$ cat src/rtl/core/sha_hasher_pkg.sv
// Constants, state codes and round functions of the SHA-256 stream hasher.
// Used by the top level and its checker; no dependencies.
package sha_hasher_pkg;

  localparam int unsigned DIGEST_WORDS = 8;
  localparam logic [2:0]  LAST_INDEX   = 3'd7;
  localparam logic [7:0]  PAD_MARK     = 8'h80;
  localparam logic [5:0]  LEN_START    = 6'd56;
  localparam logic [5:0]  LAST_SLOT    = 6'd63;
  localparam logic [5:0]  LAST_ROUND   = 6'd63;

  typedef enum logic [5:0] {
    ST_IDLE  = 6'b000001,
    ST_ROUND = 6'b000010,
    ST_FOLD  = 6'b000100,
    ST_PAD   = 6'b001000,
    ST_LEN   = 6'b010000,
    ST_OUT   = 6'b100000
  } state_t;

  localparam logic [31:0] INIT_HASH [DIGEST_WORDS] = '{
    32'h6a09e667, 32'hbb67ae85, 32'h3c6ef372, 32'ha54ff53a,
    32'h510e527f, 32'h9b05688c, 32'h1f83d9ab, 32'h5be0cd19};

  localparam logic [31:0] ROUND_K [64] = '{
    32'h428a2f98, 32'h71374491, 32'hb5c0fbcf, 32'he9b5dba5,
    32'h3956c25b, 32'h59f111f1, 32'h923f82a4, 32'hab1c5ed5,
    32'hd807aa98, 32'h12835b01, 32'h243185be, 32'h550c7dc3,
    32'h72be5d74, 32'h80deb1fe, 32'h9bdc06a7, 32'hc19bf174,
    32'he49b69c1, 32'hefbe4786, 32'h0fc19dc6, 32'h240ca1cc,
    32'h2de92c6f, 32'h4a7484aa, 32'h5cb0a9dc, 32'h76f988da,
    32'h983e5152, 32'ha831c66d, 32'hb00327c8, 32'hbf597fc7,
    32'hc6e00bf3, 32'hd5a79147, 32'h06ca6351, 32'h14292967,
    32'h27b70a85, 32'h2e1b2138, 32'h4d2c6dfc, 32'h53380d13,
    32'h650a7354, 32'h766a0abb, 32'h81c2c92e, 32'h92722c85,
    32'ha2bfe8a1, 32'ha81a664b, 32'hc24b8b70, 32'hc76c51a3,
    32'hd192e819, 32'hd6990624, 32'hf40e3585, 32'h106aa070,
    32'h19a4c116, 32'h1e376c08, 32'h2748774c, 32'h34b0bcb5,
    32'h391c0cb3, 32'h4ed8aa4a, 32'h5b9cca4f, 32'h682e6ff3,
    32'h748f82ee, 32'h78a5636f, 32'h84c87814, 32'h8cc70208,
    32'h90befffa, 32'ha4506ceb, 32'hbef9a3f7, 32'hc67178f2};

  function automatic logic [31:0] big_sigma0(input logic [31:0] x);
    return {x[1:0], x[31:2]} ^ {x[12:0], x[31:13]} ^ {x[21:0], x[31:22]};
  endfunction

  function automatic logic [31:0] big_sigma1(input logic [31:0] x);
    return {x[5:0], x[31:6]} ^ {x[10:0], x[31:11]} ^ {x[24:0], x[31:25]};
  endfunction

  function automatic logic [31:0] small_sigma0(input logic [31:0] x);
    return {x[6:0], x[31:7]} ^ {x[17:0], x[31:18]} ^ {3'b000, x[31:3]};
  endfunction

  function automatic logic [31:0] small_sigma1(input logic [31:0] x);
    return {x[16:0], x[31:17]} ^ {x[18:0], x[31:19]} ^ {10'b0, x[31:10]};
  endfunction

endpackage

$ cat src/rtl/core/sha256_stream_hasher_unit.sv
// SHA-256 stream hasher: one byte per beat in, eight digest words out.
// A byte beat is taken while idle; the beat that fills a block starts compression
// (64 rounds on one shared round unit, then the chaining add).
// End of message: padding feeds 9..72 bytes at one per cycle, pausing to compress
// each block that fills, then 8 output beats. Input stalls throughout.
// Reset: synchronous; clears control, length and chaining words. No clearing pass.
module sha256_stream_hasher_unit (
  input  logic        clk,
  input  logic        rst,
  input  logic        in_valid,
  output logic        in_stall,
  input  logic [7:0]  data_byte,
  input  logic        byte_present,
  input  logic        end_of_message,
  output logic        out_valid,
  input  logic        out_stall,
  output logic [31:0] digest_word,
  output logic [2:0]  word_index,
  output logic        last_word
);

  sha_hasher_pkg::state_t state;
  sha_hasher_pkg::state_t resume;

  logic [31:0]  chain [sha_hasher_pkg::DIGEST_WORDS];
  logic [31:0]  vars  [sha_hasher_pkg::DIGEST_WORDS];
  logic [511:0] window;
  logic [63:0]  bits;
  logic [5:0]   fill;
  logic [5:0]   round;
  logic [2:0]   word_idx;
  logic         pad_first;

  logic         in_take;
  logic         byte_go;
  logic [7:0]   byte_val;
  logic         fill_full;
  logic [63:0]  len_word;
  logic [31:0]  w0, w1, w9, w14, w_new;
  logic [31:0]  t1, t2, ch, mj;

  assign in_stall  = (state != sha_hasher_pkg::ST_IDLE);
  assign in_take   = in_valid && (state == sha_hasher_pkg::ST_IDLE);
  assign fill_full = (fill == sha_hasher_pkg::LAST_SLOT);
  assign len_word  = bits << {fill[2:0], 3'b000};

  assign out_valid   = (state == sha_hasher_pkg::ST_OUT);
  assign digest_word = chain[word_idx];
  assign word_index  = word_idx;
  assign last_word   = (word_idx == sha_hasher_pkg::LAST_INDEX);

  // Schedule window: oldest word sits in the top 32 bits.
  assign w0  = window[511:480];
  assign w1  = window[479:448];
  assign w9  = window[223:192];
  assign w14 = window[63:32];
  assign w_new = sha_hasher_pkg::small_sigma1(w14) + w9 +
                 sha_hasher_pkg::small_sigma0(w1) + w0;

  assign ch = (vars[4] & vars[5]) ^ (~vars[4] & vars[6]);
  assign mj = (vars[0] & vars[1]) ^ (vars[0] & vars[2]) ^ (vars[1] & vars[2]);
  assign t1 = vars[7] + sha_hasher_pkg::big_sigma1(vars[4]) + ch +
              sha_hasher_pkg::ROUND_K[round] + w0;
  assign t2 = sha_hasher_pkg::big_sigma0(vars[0]) + mj;

  always_comb begin
    byte_go  = 1'b0;
    byte_val = data_byte;
    unique case (state)
      sha_hasher_pkg::ST_IDLE: begin
        byte_go = in_take && byte_present;
      end
      sha_hasher_pkg::ST_PAD: begin
        byte_go  = 1'b1;
        byte_val = pad_first ? sha_hasher_pkg::PAD_MARK : 8'h00;
      end
      sha_hasher_pkg::ST_LEN: begin
        byte_go  = 1'b1;
        byte_val = len_word[63:56];
      end
      default: begin
        byte_go = 1'b0;
      end
    endcase
  end

  always_ff @(posedge clk) begin
    if (rst) begin
      state     <= sha_hasher_pkg::ST_IDLE;
      resume    <= sha_hasher_pkg::ST_IDLE;
      chain     <= sha_hasher_pkg::INIT_HASH;
      bits      <= 64'd0;
      fill      <= 6'd0;
      round     <= 6'd0;
      word_idx  <= 3'd0;
      pad_first <= 1'b0;
    end else begin
      // Shift window: a byte while loading, a schedule word while compressing.
      if (state == sha_hasher_pkg::ST_ROUND) begin
        window <= {window[479:0], w_new};
      end else if (byte_go) begin
        window <= {window[503:0], byte_val};
      end
      if (byte_go) begin
        fill <= fill + 6'd1;
      end

      unique case (state)
        sha_hasher_pkg::ST_IDLE: begin
          if (in_take) begin
            pad_first <= 1'b1;
            if (byte_present) begin
              bits <= bits + 64'd8;
            end
            if (byte_present && fill_full) begin
              state  <= sha_hasher_pkg::ST_ROUND;
              vars   <= chain;
              round  <= 6'd0;
              resume <= end_of_message ? sha_hasher_pkg::ST_PAD : sha_hasher_pkg::ST_IDLE;
            end else if (end_of_message) begin
              state <= sha_hasher_pkg::ST_PAD;
            end
          end
        end
        sha_hasher_pkg::ST_PAD: begin
          pad_first <= 1'b0;
          if (fill_full) begin
            state  <= sha_hasher_pkg::ST_ROUND;
            vars   <= chain;
            round  <= 6'd0;
            resume <= sha_hasher_pkg::ST_PAD;
          end else if (fill == sha_hasher_pkg::LEN_START - 6'd1) begin
            state <= sha_hasher_pkg::ST_LEN;
          end
        end
        sha_hasher_pkg::ST_LEN: begin
          if (fill_full) begin
            state  <= sha_hasher_pkg::ST_ROUND;
            vars   <= chain;
            round  <= 6'd0;
            resume <= sha_hasher_pkg::ST_OUT;
          end
        end
        sha_hasher_pkg::ST_ROUND: begin
          vars[7] <= vars[6];
          vars[6] <= vars[5];
          vars[5] <= vars[4];
          vars[4] <= vars[3] + t1;
          vars[3] <= vars[2];
          vars[2] <= vars[1];
          vars[1] <= vars[0];
          vars[0] <= t1 + t2;
          round   <= round + 6'd1;
          if (round == sha_hasher_pkg::LAST_ROUND) begin
            state <= sha_hasher_pkg::ST_FOLD;
          end
        end
        sha_hasher_pkg::ST_FOLD: begin
          for (int j = 0; j < sha_hasher_pkg::DIGEST_WORDS; j++) begin
            chain[j] <= chain[j] + vars[j];
          end
          word_idx <= 3'd0;
          state    <= resume;
        end
        sha_hasher_pkg::ST_OUT: begin
          if (!out_stall) begin
            if (word_idx == sha_hasher_pkg::LAST_INDEX) begin
              // Drop the finished message and start over.
              chain <= sha_hasher_pkg::INIT_HASH;
              bits  <= 64'd0;
              state <= sha_hasher_pkg::ST_IDLE;
            end else begin
              word_idx <= word_idx + 3'd1;
            end
          end
        end
        default: begin
          state <= sha_hasher_pkg::ST_IDLE;
        end
      endcase
    end
  end

endmodule

$ cat config.mk
export PLATFORM = sky130hd
export DESIGN_NAME = sha256_stream_hasher_unit
export DESIGN_NICKNAME = d
export VERILOG_FILES = /design/src/rtl/core/sha_hasher_pkg.sv /design/src/rtl/core/sha256_stream_hasher_unit.sv
export SDC_FILE = /design/constraint.sdc
export NUM_CORES = 2
export LEC_CHECK = 0
export ABC_AREA = 0
export BUFFER_PORTS_ARGS = -buffer_cell sky130_fd_sc_hd__buf_4
export CORE_MARGIN = 8
export CORE_UTILIZATION = 45
export CTS_CLUSTER_DIAMETER = 200
export CTS_CLUSTER_SIZE = 30
export DETAILED_ROUTE_END_ITERATION = 8
export PLACE_DENSITY = 0.65
export SLEW_MARGIN = 20
export SYNTH_ARGS = -nofsm -noshare
export SYNTH_HDL_FRONTEND = slang
export SYNTH_SLANG_ARGS = --single-unit
export TNS_END_PERCENT = 100
$ cat constraint.sdc
create_clock -name clk -period 29 [get_ports clk]
set_input_delay 1.45 -clock clk [delete_from_list [all_inputs] [get_ports clk]]
set_output_delay 1.45 -clock clk [all_outputs]
set_load 0.1 [all_outputs]
Yosys cells after proc, flatten, opt, wreduce, memory -nomap -nowiden
Memories as Yosys holds them, arrays and structs flattened.
Index checks and enable logic that the tools add are counted.
{"block": "totals", "regBits": 1116, "mem_bits_ro": 2048, "elab_cells": 159, "mem_count": 1}
{"block": "classes", "addsub": 22, "order_cmp": 2, "eq_ne": 23, "shifts": 1, "mux": 47, "bitwise_logic": 20, "reduce_logical": 19}
{"memory": "(no name shown)", "words": 64, "word_bits": 32, "read_ports": 1, "rd_clocked_by_memory_dff": 0, "wr": 0, "line": "sha256_stream_hasher_unit.sv:63", "text": "sha_hasher_pkg::ROUND_K[round] + w0;"}
{"cell": "$mux 256", "n": 5}
{"cell": "$mux 512", "n": 2}
{"cell": "$pmux 256 s3", "n": 1}
{"cell": "$add 32x32->32", "n": 18}
{"cell": "$pmux 256 s2", "n": 1}
{"cell": "$xor 32x32->32", "n": 9}
{"cell": "$mux 64", "n": 4}
{"cell": "$and 32x32->32", "n": 5}
{"cell": "$mux 32", "n": 4}
{"cell": "$pmux 64 s2", "n": 1}
{"cell": "$bmux 32 s3", "n": 1}
{"cell": "$mux 6", "n": 16}
{"cell": "$add 64x4->64 const B", "n": 1}
{"cell": "$shl 64x6->64", "n": 1}
{"cell": "$pmux 6 s3", "n": 2}
{"cell": "$pmux 6 s6", "n": 1}
{"cell": "$not 32->32", "n": 1}
{"cell": "$xor 32x22->32", "n": 1}
{"cell": "$xor 32x29->32", "n": 1}
{"cell": "$eq 6x6->1 const B", "n": 4}
{"cell": "$pmux 8 s2", "n": 1}
{"cell": "$reduce_and 5->1", "n": 3}
{"cell": "$add 6x1->6 const B", "n": 2}
{"cell": "$ne 2x2->1 const B", "n": 6}
{"cell": "other kinds (30)", "n": 43}

Longest topological paths before layout
{"block": "depth", "ltp_word": 8, "depth_mapped": 40, "mapped_depth_nobuf": 38}

Least setup slack after synthesis
No wires, ideal clock.
{"block": "synth_path", "kind": "input to register", "startpoint": "in byte_present", "endpoint": "reg window[0], enable pin", "arrival_time_ps": 26431, "required_ps": 27439, "slack_ps": 1008, "cell_stages": 4, "n_path_buf": 1, "cell_sequence": "nand3_1 and2_1 clkbuf_1 a21oi_1"}
{"block": "synth_via", "elab_chain_cells": 4}
{"item": "from (decl)", "line": "sha256_stream_hasher_unit.sv:13", "text": "input logic byte_present,"}
{"item": "$logic_and 1x1->1", "line": "sha256_stream_hasher_unit.sv:71", "text": "byte_go = in_take && byte_present;"}
{"item": "$pmux 1 s2", "line": "sha256_stream_hasher_unit.sv:69", "text": "unique case (state)"}
{"item": "$reduce_bool 2->1 (no source line)"}
{"item": "$reduce_and 2->1 (no source line)"}
{"item": "to (signal assigned)", "line": "sha256_stream_hasher_unit.sv:100", "text": "window <= {window[479:0], w_new};"}
{"item": "to (signal assigned)", "line": "sha256_stream_hasher_unit.sv:102", "text": "window <= {window[503:0], byte_val};"}
{"item": "to (decl)", "line": "sha256_stream_hasher_unit.sv:27", "text": "logic [511:0] window;"}
Every way passes these cells.
A chain may end at the register's enable or synchronous reset.

Worst setup path after layout
{"block": "layout_path", "startpoint": "reg round[0]", "endpoint": "reg vars[255] (netlist bit), data pin"}
{"block": "layout_via", "elab_chain_cells": 8}
{"item": "from (decl)", "line": "sha256_stream_hasher_unit.sv:30", "text": "logic [5:0] round;"}
{"item": "from (signal assigned)", "line": "sha256_stream_hasher_unit.sv:153", "text": "round <= round + 6'd1;"}
{"item": "$not 6->7 (not written as such)", "line": "sha256_stream_hasher_unit.sv:63"}
{"item": "$mem_v2 64x32"}
{"item": "$mux 32 (not written as such) (2 in a row)", "line": "sha256_stream_hasher_unit.sv:63"}
{"item": "$add 32x32->32", "line": "sha256_stream_hasher_unit.sv:62", "text": "assign t1 = vars[7] + sha_hasher_pkg::big_sigma1(vars[4]) + ch +"}
{"item": "$add 32x32->32", "line": "sha256_stream_hasher_unit.sv:63"}
{"item": "$add 32x32->32", "line": "sha256_stream_hasher_unit.sv:152", "text": "vars[0] <= t1 + t2;"}
{"item": "$pmux 256 s3", "line": "sha256_stream_hasher_unit.sv:108", "text": "unique case (state)"}
{"item": "to (signal assigned)", "line": "sha256_stream_hasher_unit.sv:117", "text": "vars <= chain;"}
{"item": "to (signal assigned)", "line": "sha256_stream_hasher_unit.sv:129", "text": "vars <= chain;"}
{"item": "to (signal assigned)", "line": "sha256_stream_hasher_unit.sv:139", "text": "vars <= chain;"}
{"item": "to (decl)", "line": "sha256_stream_hasher_unit.sv:26", "text": "logic [31:0] vars [sha_hasher_pkg::DIGEST_WORDS];"}
Every way passes these cells. The select of a mux whose other input is x is not followed.

==> results_dict.tcl <==
set metrics [dict create \
    cts.path.max_buffers 3 \
    yosys.area_share.simple 0.184 \
    place_area_um2 77300 \
    chipHeight_um 425 \
    ys_warn_count 0 \
    max-vdd-ir-drop_v 0.0000738 \
    die-area_um2 181000 \
    fin_crit_sh 0.345 \
    clk_latency_ps 740 \
    power.density_nw_per_um2 59.0 \
    cp_slowest_cell "ha_1" \
    ctsHoldBuffers 0 \
    maxSlewHeadroom 0.180 \
    hold_class "flip-flop to flip-flop" \
    max_stage_delay_ps 1080 \
    vias 61300 \
    synth_seq_cells 1110 \
    die_w_um 425 \
    synth-compound-area-share 0.142 \
    synth_adder_area_share 0.119 \
    status "complete, no violations" \
    drive_gt1_frac 0.0440 \
    synth_xor_xnor_area_share 0.0714 \
    cts_max_level 2 \
    grt_max_degree 255 \
    ys.flop_type "edfxtp_1" \
    dp.final_hpwl_um 181000 \
    area_growth_pct 4.52 \
    synth_fp_nets 9151 \
    cp-start-kind "flip-flop" \
    fillerInstances 16100 \
    p_leak_nw 32.0 \
    syn_area_per_cell_um2 8.81 \
    routed_wl_um 247000 \
    ys_async_sr_fraction 0 \
    floorplan.rows 150 \
    holdWs_ps 501 \
    dpl.cell_count 10400 \
    hold_viol 0 \
    drc_errors 0 \
    criticalPathCategory "flip-flop to flip-flop" \
    cts_tree "yes" \
    fmax_ghz 0.100 \
    initial_core_util 0.452 \
    grt_overflow 0 \
    worstPathRequired_ps 29480 \
    worst_slack_ps 19000 \
    synth_edf_count 768 \
    layout_min_cycle_time_ps 10000 \
    layout_common_cells "nand2_1, edfxtp_1, inv_1" \
    tns_ps 0 \
    finish.instance_area_um2 78700 \
    seq_area_um2 29900 \
    clock_skew_ps 75.1 \
    cts_resized 0 \
    drt_first_pass_iters 6 \
    cts_sinks 1110 \
    root_buffer "clkbuf_16" \
    clk_pin_slew_ps 150 \
    wl_per_cell_um 23.5 \
    maxSlewViolCount 0 \
    arrival_ps 10480 \
    multi_input_area_um2 41800 \
    setup_viol 0 \
    drtIter0Drc 7139 \
    finish.utilization 0.472 \
    core_area_um2 167000 \
    finalPower_mw 4.65 \
    io_pins 52 \
    pre_cts_slack_ps 19170 \
    portBuffers 51 \
    place_congestion 0.972 \
    synthMuxAreaShare 0.0383 \
    synth_top_family_by_area "simple AND/OR/NAND/NOR gates" \
    grt_first_pass_wirelength_um 368000 \
    track_usage 0.262 \
    rsz0062_at_grt "false" \
    postCtsSetupRepairBufs 0 \
    instances_no_fill 10500 \
    antenna_found_initial 4 \
    worstMarginPinSlew_ps 1230 \
    yosysSeqAreaShare 0.397 \
    maxCapViolCount 0 \
    grt_pass1_vias 57500 \
    crit_fanout 33 \
    synth_cell_type_count 98 \
    syn_area_um2 75300 \
    via_per_inst 5.85 \
    cp-end-kind "flip-flop" \
    cts_buffers 43 \
    ant_nets 0 \
    netlist_instances 8542 \
    finalNetCount 8845 \
    final_common_cell "nand2_1" \
]
==> cells by family after synthesis <==
family | after synthesis
mux | 177
compound gates | 1708
buf+inv | 980
fa+ha+maj | 598
simple gates | 3355
flops | 1110
xor+xnor | 614
==> synth_stat cells (15+ instances only) <==
master	number	share of area
o22ai_1	61	0.0051
o31ai_1	35	0.0035
ha_1	400	0.066
nand2_1	2340	0.12
a21oi_1	433	0.029
and2_1	18	0.0015
clkbuf_1	440	0.022
a22oi_1	25	0.0025
nor2_1	438	0.022
xor2_1	261	0.030
mux2_2	48	0.0072
or3_1	43	0.0036
a311oi_1	19	0.0022
o21bai_1	48	0.0048
nor2b_1	60	0.0050
nand3_1	132	0.0088
a221oi_1	18	0.0021
o311ai_0	16	0.0019
nor4_1	15	0.0012
dfxtp_1	342	0.091
o21ai_0	410	0.027
inv_1	499	0.025
o21ai_1	101	0.0067
a31oi_1	60	0.0050
mux2i_1	43	0.0057
a21o_1	220	0.022
a211oi_1	48	0.0048
fa_1	195	0.052
o21a_1	50	0.0050
nand2b_1	61	0.0051
and3_1	51	0.0042
buf_1	35	0.0017
xnor2_1	353	0.041
nand4_1	37	0.0031
nor3_1	104	0.0069
mux4_2	84	0.025
o211ai_1	33	0.0033
edfxtp_1	768	0.31
==> cell type report <==
cell class | instances | area share
diodes | 3 | 0.0000954
clock buffers | 75 | 0.0152
clock inverters | 5 | 0.00142
inverters | 503 | 0.0240
multi-input cells | 6452 | 0.531
flip-flops and latches | 1110 | 0.380
well taps | 2204 | 0.0351
repair buffers | 126 | 0.0130
==> final timing paths <==
check | from | end | slack, ps | cells after the start
worst max-delay path | round[0]$_SDFFE_PP0P_ | vars[255]$_DFFE_PP_ | 19000 | 31
worst max register to register | round[0]$_SDFFE_PP0P_ | vars[255]$_DFFE_PP_ | 19000 | 31
worst min register to register | chain[61]$_SDFFE_PP0P_ | chain[61]$_SDFFE_PP0P_ | 500 | 2
worst min-delay path | chain[61]$_SDFFE_PP0P_ | chain[61]$_SDFFE_PP0P_ | 500 | 2
==> where the power goes <==
part | switching, mW | internal [mW] | leakage, nW
clock network | 0.538 | 0.295 | 0.616
registers | 0.0805 | 1.82 | 9.48
logic | 1.19 | 0.719 | 21.9
==> state kept, by name, summed over array words and instances, names as in the netlist <==
name and cells:
window 512, chain 256, vars 256, bits 61, fill 6, round 6, state 6, resume 3
word_index 3, pad_first 1
==> layer usage <==
metal  routed length, µm  GRT usage  vias to the layer above
met3               20200     0.0415                      438
met4               10600     0.0955                        6
met5                  30          0                        -
met1              107000      0.372                    29800
met2              108000      0.405                     2439
li1                    -          -                    28600
==> critical path, delay by kind of cell, from the launching register on <==
family | cells | cell delay [ps]
adders and majority gates | 5 | 2820
and+or+nand+nor | 9 | 2440
AOI/OAI and AO/OA | 9 | 1910
buffers and inverters | 5 | 1190
muxes | 1 | 580
xor gates and xnor gates | 2 | 480
DFF | 1 | 330
No activity file was read; power rests on OpenSTA's default activity.
